### src/hdl/bmvs_pkg.sv
// Shared types, constants and parameter defaults for the brick-map voxel store.
package bmvs_pkg;

  // Fixed field widths of the transaction payloads.
  localparam int COORD_W    = 7;
  localparam int KIND_W     = 8;
  localparam int SLOT_OUT_W = 8;

  // Access codes carried in the action field of a request.
  localparam logic ACT_WRITE = 1'b0;
  localparam logic ACT_READ  = 1'b1;

  // Default geometry of the store.
  localparam int DEF_BRICK_EDGE    = 8;
  localparam int DEF_GRID_BRICKS_X = 16;
  localparam int DEF_GRID_BRICKS_Y = 16;
  localparam int DEF_GRID_BRICKS_Z = 16;
  localparam int DEF_POOL_BRICKS   = 256;

  // Sequencer states.
  typedef enum logic [2:0] {
    ST_CLEAR,
    ST_IDLE,
    ST_LOOKUP,
    ST_DECIDE,
    ST_POOL,
    ST_FILL,
    ST_FINISH
  } bmvs_state_t;

  // Commands to the shared pool address unit.
  typedef struct packed {
    logic load;
    logic step;
  } bmvs_addr_cmd_t;

endpackage

### src/hdl/bmvs_addr_unit.sv
// Shared pool address unit: slot base plus a stepping offset within the brick.
module bmvs_addr_unit #(
  parameter int BRICK_EDGE    = bmvs_pkg::DEF_BRICK_EDGE,
  parameter int POOL_BRICKS   = bmvs_pkg::DEF_POOL_BRICKS,
  localparam int BRICK_VOXELS = BRICK_EDGE * BRICK_EDGE * BRICK_EDGE,
  localparam int VOX_W        = $clog2(BRICK_VOXELS),
  localparam int SLOT_W       = (POOL_BRICKS > 1) ? $clog2(POOL_BRICKS) : 1,
  localparam int PA_W         = $clog2(POOL_BRICKS * BRICK_VOXELS)
) (
  input  logic                     clk,
  input  bmvs_pkg::bmvs_addr_cmd_t cmd,
  input  logic [SLOT_W-1:0]        slot,
  input  logic [VOX_W-1:0]         offset_init,
  output logic [PA_W-1:0]          addr,
  output logic [VOX_W-1:0]         offset,
  output logic                     last
);

  logic [PA_W-1:0] base;

  // Load a fresh base and offset, or step to the next voxel of the brick.
  always_ff @(posedge clk) begin
    if (cmd.load) begin
      base   <= PA_W'(slot) * PA_W'(BRICK_VOXELS);
      offset <= offset_init;
    end else if (cmd.step) begin
      offset <= offset + VOX_W'(1);
    end
  end

  assign addr = base + PA_W'(offset);
  assign last = (offset == VOX_W'(BRICK_VOXELS - 1));

endmodule

### config.mk
export PLATFORM = sky130hd
export DESIGN_NAME = bmvs_addr_unit
export DESIGN_NICKNAME = d
export VERILOG_FILES = /design/src/hdl/bmvs_pkg.sv /design/src/hdl/bmvs_addr_unit.sv
export SDC_FILE = /design/constraint.sdc
export NUM_CORES = 1
export LEC_CHECK = 0
export ABC_CLOCK_PERIOD_IN_PS = 3300
export BUFFER_PORTS_ARGS = -buffer_cell sky130_fd_sc_hd__buf_2
export CAP_MARGIN = 20
export CORE_MARGIN = 2
export CORE_UTILIZATION = 45
export CTS_CLUSTER_SIZE = 8
export DETAILED_ROUTE_END_ITERATION = 8
export GPL_TIMING_DRIVEN = 1
export PLACE_DENSITY = 0.9
export SKIP_LAST_GASP = 1
export SLEW_MARGIN = 30
export SYNTH_ARGS = -nofsm -noshare
export SYNTH_HDL_FRONTEND = slang
export SYNTH_SLANG_ARGS = --single-unit
### constraint.sdc
create_clock -name clk -period 3.3 [get_ports clk]
set_input_delay 0.66 -clock clk [delete_from_list [all_inputs] [get_ports clk]]
set_output_delay 0.66 -clock clk [all_outputs]
set_load 0.02 [all_outputs]
==> flow_summary.toml, run 1 <==
[power_and_ir_drop]
power.share.clock = 0.215
vdd_drop_max_mv = 0.253
switchingPower_uw = 166
p_sw_frac = 0.318
power_uw = 524
power.internal_uw = 357
combPwrFrac = 0.240
p_per_area_nw_per_um2 = 507
cellLeakagePower_nw = 0.458
pwr-share-seq = 0.545

[placement]
dp.cells = 126
pre_cts_ws_ns = 1.33
place_congestion = 0.727
dp_hpwl_mm = 1.32
portBuffers = 46
placement.cell_area_um2 = 1010

[timing]
rsz0062_at_grt = "false"
finalWorstSetupSlack_ns = 1.01
whs_ns = 0.534
finalCriticalPeriod_ns = 2.29
clock_skew_ns = 0.00656
fmax_mhz = 438
worstMarginPinSlew_ns = 0.410
max-slew-margin-rel = 0.726
setup_tns_ns = 0
hold_viol = 0
min_period_over_period = 0.693
timing.final.max_slew_violations = 0
setup_viol = 0

[global_route]
antenna_found_initial = 0
first_global_vias = 568
grt_pass1_wl_mm = 2.48
grt_overflow = 0
grtUsageTotal = 0.172
grt_max_degree = 24

[clocking]
root_buffer = "clkbuf_4"
ctsHtreeMaxLevel = 1
cts_inserted_buffers = 3
cts_setup_buffers = 0
cts_tree = "done"
cts_buffer_depth = 2
postCtsHoldBufs = 0
clock_latency_ns = 0.30
clkTransAtPathRegs_ns = 0.10
post_cts_resized = 0
cts_sinks = 17

[worst_setup_path]
critPathTopFamily = "flip-flops"
critPathLaunch = "offset[0]"
path_max_fanout = 5
critical_path_buf_inv_count = 1
cpMostUsedCell = "ha_1"
crit_path_end_kind = "output port"
critPathSlowestCell = "edfxtp_1"
critPathArrivalTime_ns = 1.63
path_cells = "ha_1, nand4_1, nor2_1, ha_1, buf_2"
cpPeakStageDelay_ns = 0.44
critPathKind = "reg -> out"
timing.rr.start = "offset[0]"
endpoint = "last"
r2r_slack_ns = 1.57
worst-path-stages = 5
reg2reg_to = "offset[8]"
cp.required_ns = 2.64
start_kind = "flop"
r2r_cells = 5

[floorplan]
num_io_pins = 47
die-area_um2 = 2180
die_height_um = 46.7
core_um2 = 1730
start_util = 0.475
die_width_um = 46.7
rows = 15

[synth]
synth-seq-cells = 17
synth_warnings = 0
ys_seq_area_frac = 0.623
ys_types = 18
avgSynthCellArea_um2 = 12.6
syn_area_um2 = 820
synth_edf_count = 17
synthesis.nets = 87
synth_flop_cell = "edfxtp_1"
ys_async_sr_fraction = 0
netlist_instances = 65

[final_layout]
fin_util = 0.598
drive_gt1_frac = 0.505
layout_commonest_cell = "buf_2"
stdcell_count = 130
layout_common_cells = "buf_2 (46), edfxtp_1 (17), o21ai_0 (7)"
final_nets = 128
syn_to_final_growth_pct = 26.0
antenna_cells = 0
final_cell_area_um2 = 1030

[route]
drtAntennaViolNets = 0
vias_per_cell = 4.98
firstDrtPassIters = 4
wl_mm = 1.73
drtIter0Drc = 11
drc = 0
wl_per_cell_um = 13.3
vias = 648

[min_path]
hp-class = "in -> reg"

[job]
drv_cap = 0

[status]
status = "finished, final reports clean"
worst reg2reg max path, cell delays in order, from the launching register on:
cell	delay, ns
edfxtp_1	0.47
ha_1	0.28
nand4_1	0.14
nor2_1	0.07
ha_1	0.27
mux2_2	0.26
cells in the mapped netlist (2+ instances only):
master / instances / area [um^2]
nand2_1: 6 / 22.5
nand3_1: 3 / 15.0
ha_1: 2 / 25.0
nor2_1: 3 / 11.3
nand4_1: 2 / 12.5
o21ai_0: 7 / 35.0
inv_1: 2 / 7.51
mux2_2: 2 / 22.5
buf_4: 10 / 75.1
a31oi_1: 2 / 12.5
edfxtp_1: 17 / 510
xor2_1: 2 / 17.5
or3_1: 2 / 12.5
final cells by class:
type / instances / area, um^2
flip-flops and latches: 17 / 510
inverters: 2 / 7.51
clock buffers: 4 / 26.3
repair buffers: 46 / 230
fillers: 151 / 694
multi-input cells: 36 / 226
well taps: 25 / 31.3
power groups by stage:
stage / clock network (mW) / registers (mW) / logic, mW
2_1_floorplan: 0 / 0.315 / 0.0639
3_3_place_gp: 0 / 0.287 / 0.123
3_5_place_dp: 0 / 0.290 / 0.127
4_1_cts: 0.112 / 0.285 / 0.127
5_1_grt: 0.122 / 0.290 / 0.137
6_report: 0.113 / 0.285 / 0.126
cell families after synthesis:
kind of cell               synth area share
xor gates and xnor gates             0.0321
and+or+nand+nor                       0.128
AOI/OAI and AO/OA                    0.0580
buffers and inverters                 0.101
adders and majority gates            0.0305
muxes                                0.0275
DFF                                   0.623
how the worst min path moves through the flow:
| stage | from | cells after the start | end |
|---|---|---|---|
| after floorplan | slot[1] | 0 | base[10] |
| after global placement | offset[0] | 1 | offset[0] |
| after detailed placement | offset[0] | 1 | offset[0] |
| after CTS | slot[4] | 1 | base[13] |
| after global routing | slot[7] | 1 | base[16] |
| final | slot[2] | 1 | base[11] |
registers in the layout, summed over array words and instances (netlist names):
| register | flops |
|---|---|
| offset | 9 |
| base | 8 |
routing by layer:
| metal | vias up | GRT usage | share of wire |
|---|---|---|---|
| met2 | 42 | 0.300 | 0.51 |
| met3 | 5 | 0.0549 | 0.10 |
| met4 | 0 | 0.0889 | 0.024 |
| met5 | - | 0 | 0 |
| li1 | 307 | - | - |
| met1 | 294 | 0.183 | 0.36 |
Note: power is estimated with default switching activity, not from simulation.
==> inputs of run 2 (changes only) <==
--- a/config.mk
+++ b/config.mk
@@ -5,15 +5,15 @@
 export SDC_FILE = /design/constraint.sdc
 export NUM_CORES = 1
 export LEC_CHECK = 0
-export ABC_CLOCK_PERIOD_IN_PS = 3300
+export ABC_CLOCK_PERIOD_IN_PS = 1900
 export BUFFER_PORTS_ARGS = -buffer_cell sky130_fd_sc_hd__buf_2
 export CAP_MARGIN = 20
 export CORE_MARGIN = 2
-export CORE_UTILIZATION = 45
+export CORE_UTILIZATION = 38
 export CTS_CLUSTER_SIZE = 8
 export DETAILED_ROUTE_END_ITERATION = 8
 export GPL_TIMING_DRIVEN = 1
-export PLACE_DENSITY = 0.9
+export PLACE_DENSITY = 0.82
 export SKIP_LAST_GASP = 1
 export SLEW_MARGIN = 30
 export SYNTH_ARGS = -nofsm -noshare
==> constraint.sdc (replaced) <==
create_clock -name clk -period 1.9 [get_ports clk]
set_input_delay 0.38 -clock clk [delete_from_list [all_inputs] [get_ports clk]]
set_output_delay 0.38 -clock clk [all_outputs]
set_load 0.02 [all_outputs]
==> run 2 against run 1 <==
Core utilization fell by 5.8 points; wire length grew 4.8%; count of clock-buffer cells in the layout unchanged; hold slack worse by 0.27 ns; critical path depth is the same; critical path type unchanged; critical endpoint unchanged; largest cell class unchanged; highest routed layer unchanged.
==> flow_summary.toml, run 2 (synthesis gave the netlist of run 1 again) <==
[clocking]
clock_latency_ns = 0.28
ctsHtreeMaxLevel = 1
postCtsHoldBufs = 0
cts_sinks = 17
root_buffer = "clkbuf_4"
clkTransAtPathRegs_ns = 0.10
cts_buffer_depth = 2
cts_inserted_buffers = 3
cts_tree = "done"

[final_layout]
top_register = "offset"
antenna_cells = 0
final_nets = 132
drive_gt1_frac = 0.532
syn_to_final_growth_pct = 31.8
largest_reg_flops = 9
layout_common_cells = "buf_2 (45), edfxtp_1 (17), o21ai_0 (7)"
layout_commonest_cell = "buf_2"
top_regs = "offset: 9 flops, base: 8 flops"
fillCellCount = 183

[worst_setup_path]
path_max_fanout = 2
critPathTopFamily = "flip-flops"
crit_path_end_kind = "output port"
worst-path-stages = 5
timing.rr.start = "offset[1]"
cpPeakStageDelay_ns = 0.45
critPathLaunch = "offset[1]"
path_cells = "ha_4, nand4_1, nor2_1, ha_1, buf_4"
reg2reg_to = "offset[8]"
cp.required_ns = 1.52
critical_path_buf_inv_count = 1
critPathSlowestCell = "edfxtp_1"
r2r_slack_ns = 0.32
endpoint = "last"
start_kind = "flop"
critPathKind = "reg -> out"
critPathArrivalTime_ns = 1.45
r2r_cells = 5

[placement]
dp_hpwl_mm = 1.31
place_congestion = 0.710
portBuffers = 46

[route]
vias_per_cell = 4.89
drtAntennaViolNets = 0
wl_mm = 1.82
wl_per_cell_um = 13.4
firstDrtPassIters = 4
drtIter0Drc = 12
vias = 665
drc = 0

[power_and_ir_drop]
cellLeakagePower_nw = 0.476
vdd_drop_max_mv = 0.520
power_uw = 925
p_per_area_nw_per_um2 = 856

[global_route]
first_global_vias = 628
grt_pass1_wl_mm = 2.77
antenna_found_initial = 0
grt_overflow = 0
grtUsageTotal = 0.145
grt_max_degree = 24

[floorplan]
start_util = 0.409
rows = 16
core_um2 = 2000
num_io_pins = 47
die_height_um = 50.4
die_width_um = 50.4
die-area_um2 = 2540

[timing]
finalCriticalPeriod_ns = 1.83
worstMarginPinSlew_ns = 0.402
max-slew-margin-rel = 0.732
min_period_over_period = 0.961
setup_tns_ns = 0
clock_skew_ns = 0.00767
fmax_mhz = 548
rsz0062_at_grt = "false"
timing.final.max_slew_violations = 0
hold_viol = 0
setup_viol = 0

[min_path]
hp-class = "in -> reg"

[status]
status = "finished, final reports clean"

[job]
drv_cap = 0
run 2: how the worst min path moves through the flow:
| stage | startpoint | endpoint | depth (start not counted) |
|---|---|---|---|
| after floorplan | slot[1] | base[10] | 0 |
| after global placement | slot[1] | base[10] | 1 |
| after global routing | slot[7] | base[16] | 1 |
| after CTS | slot[5] | base[14] | 1 |
| final | slot[7] | base[16] | 1 |
| after detailed placement | slot[5] | base[14] | 1 |
run 2: power breakdown:
part	leakage [nW]	switching, mW	internal (mW)	total (mW)
logic	0.291	0.144	0.0931	0.237
registers	0.170	0.0370	0.459	0.496
clock network	0.0150	0.110	0.0814	0.191
total	0.476	0.291	0.634	0.925
run 2: layer usage:
metal / GRT usage / vias up / wire (um) / share of wire
met2: 0.268 / 30 / 986 / 0.54
met5: 0 / - / 0 / 0
li1: - / 317 / - / -
met3: 0.0179 / 2 / 108 / 0.059
met1: 0.169 / 316 / 710 / 0.39
met4: 0.0541 / 0 / 12 / 0.0066
run 2: per-stage QoR:
step           cells  hold slack (ns)   util  area, um^2  setup WS, ns
6_report         136            0.268  0.539        1080        0.0744
5_1_grt          136            0.245  0.539        1080        0.0134
4_1_cts          134            0.261  0.526        1050        0.0100
3_5_place_dp     128            0.558  0.504        1010         0.152
3_3_place_gp     128            0.557  0.504        1010         0.264
2_1_floorplan     65            0.479      -         820         0.171
run 2: timing repair:
item / CTS / global route
setup buffers: 2 / 2
endpoints found under the setup margin: 1 / 1
endpoints found under the hold margin: 0 / 0
resized for setup: 1 / 2
pin swaps: 1 / 2
run 2: final cells by class:
type | count | area (um^2) | share of cell area
repair buffers | 50 | 263 | 0.243
flip-flops and latches | 17 | 510 | 0.473
well taps | 27 | 33.8 | 0.0313
clock buffers | 4 | 26.3 | 0.0243
multi-input cells | 36 | 239 | 0.221
inverters | 2 | 7.51 | 0.00695
==> inputs of run 3 (changes only) <==
--- a/config.mk
+++ b/config.mk
@@ -13,7 +13,7 @@
 export CTS_CLUSTER_SIZE = 8
 export DETAILED_ROUTE_END_ITERATION = 8
 export GPL_TIMING_DRIVEN = 1
-export PLACE_DENSITY = 0.82
+export PLACE_DENSITY_LB_ADDON = 0.2
 export SKIP_LAST_GASP = 1
 export SLEW_MARGIN = 30
 export SYNTH_ARGS = -nofsm -noshare
==> run 3 against run 2 <==
Clock power grew 3%; flip-flop and latch count unchanged; core utilization is 0.062 points higher; via count fell by 3.9%; non-clock buffer count up 1; count of clock-buffer cells in the layout is 1 lower; critical endpoint unchanged; largest cell class unchanged.
==> flow_summary.toml, run 3 (synthesis gave the netlist of run 1 again) <==
[status]
status = "finished, final reports clean"

[worst_setup_path]
critPathSlowestCell = "edfxtp_1"
critPathTopFamily = "flip-flops"
cpPeakStageDelay_ns = 0.42
cp.required_ns = 1.52
critical_path_buf_inv_count = 1
timing.rr.start = "offset[1]"
reg2reg_to = "offset[8]"
crit_path_end_kind = "output port"
path_max_fanout = 3
critPathKind = "reg -> out"
path_cells = "ha_2, nand4_1, nor2_1, ha_1, buf_4"
critPathArrivalTime_ns = 1.43
r2r_slack_ns = 0.34
r2r_cells = 5
start_kind = "flop"

[clocking]
cts_buffer_depth = 2
ctsHtreeMaxLevel = 1
cts_sinks = 17
postCtsHoldBufs = 0
clock_latency_ns = 0.29
cts_tree = "done"
root_buffer = "clkbuf_4"
cts_inserted_buffers = 3
clkTransAtPathRegs_ns = 0.10

[power_and_ir_drop]
p_per_area_nw_per_um2 = 855
power.internal_uw = 635
pwr-share-seq = 0.531
power_uw = 924
switchingPower_uw = 289
vdd_drop_max_mv = 0.470
cellLeakagePower_nw = 0.480
combPwrFrac = 0.257
power.share.clock = 0.212
p_sw_frac = 0.313

[final_layout]
top_register = "offset"
top_regs = "offset: 9 flops, base: 8 flops"
drive_gt1_frac = 0.545
fillCellCount = 190
final_nets = 133
syn_to_final_growth_pct = 31.9
antenna_cells = 0
fin_util = 0.540
layout_commonest_cell = "buf_2"
final_cell_area_um2 = 1080
layout_common_cells = "buf_2 (45), edfxtp_1 (17), o21ai_0 (7)"
largest_reg_flops = 9

[timing]
timing.final.max_slew_violations = 0
fmax_mhz = 553
clock_skew_ns = 0.000765
setup_tns_ns = 0
max-slew-margin-rel = 0.725
worstMarginPinSlew_ns = 0.412
min_period_over_period = 0.952
finalCriticalPeriod_ns = 1.81
finalWorstSetupSlack_ns = 0.0912
rsz0062_at_grt = "true"
setup_viol = 0
hold_viol = 0

[min_path]
min_to = "base[12]"
whs_path_depth = 1
hp-class = "in -> reg"
hold_start = "slot[3]"

[route]
wl_mm = 1.58
drtIter0Drc = 10
vias_per_cell = 4.66
drc = 0
firstDrtPassIters = 4
vias = 639
drtAntennaViolNets = 0
wl_per_cell_um = 11.5

[placement]
portBuffers = 46
placement.cell_area_um2 = 1010
place_congestion = 0.755
pre_cts_ws_ns = 0.206

[floorplan]
start_util = 0.409
num_io_pins = 47
die-area_um2 = 2540
die_height_um = 50.4
rows = 16
core_um2 = 2000
die_width_um = 50.4

[global_route]
antenna_found_initial = 0
grt_overflow = 0
grt_pass1_wl_mm = 2.51
grtUsageTotal = 0.132
first_global_vias = 579
grt_max_degree = 24

[job]
drv_cap = 0
-- run 3: cell type report --
class / instances / area (um^2) / area share
clock inverter: 1 / 7.51 / 0.00694
inverter: 2 / 7.51 / 0.00694
sequential: 17 / 510 / 0.472
clock buffer: 3 / 22.5 / 0.0208
timing repair buffer: 51 / 270 / 0.250
tap: 27 / 33.8 / 0.0312
multi-input combinational: 36 / 229 / 0.212
-- run 3: worst max-delay path by stage --
stage,start,slack [ns],endpoint,depth (start not counted)
after floorplan,offset[0],0.17,offset[8],5
after global placement,offset[0],0.26,offset[8],5
after detailed placement,offset[0],0.21,offset[8],5
after CTS,offset[0],0.02,last,5
after global routing,offset[1],-0.02,last,5
final,offset[1],0.09,last,5
-- run 3: per-layer routing --
| layer | up-vias | routed length, um | track usage |
|---|---|---|---|
| met4 | 0 | 5 | 0.0541 |
| met3 | 2 | 114 | 0.0327 |
| met5 | - | 0 | 0 |
| met1 | 291 | 644 | 0.149 |
| met2 | 30 | 814 | 0.235 |
| li1 | 316 | - | - |
-- run 3: worst register-to-register path: cells and delay by family, from the launching register on --
family	cells	cell delay, ns
adders and majority gates	2	0.48
muxes	1	0.25
DFF	1	0.42
and+or+nand+nor	2	0.18
-- run 3: power groups by stage --
stage | sequential, mW | clock [mW] | combinational, mW
2_1_floorplan | 0.547 | 0 | 0.111
3_3_place_gp | 0.500 | 0 | 0.215
3_5_place_dp | 0.503 | 0 | 0.214
4_1_cts | 0.491 | 0.208 | 0.227
5_1_grt | 0.497 | 0.222 | 0.256
6_report | 0.490 | 0.196 | 0.237
-- run 3: through the flow --
stage          instances  hold WS, ns
3_5_place_dp         128        0.559
2_1_floorplan         65        0.479
4_1_cts              134        0.241
3_3_place_gp         128        0.557
6_report             137        0.259
5_1_grt              137        0.229
-- run 3: repair_timing --
| action | 4_1_cts | 5_1_grt |
|---|---|---|
| endpoints found under the setup margin | 1 | 1 |
| setup buffers | 2 | 3 |
| gates resized for setup | 0 | 2 |
| pin swaps | 0 | 2 |
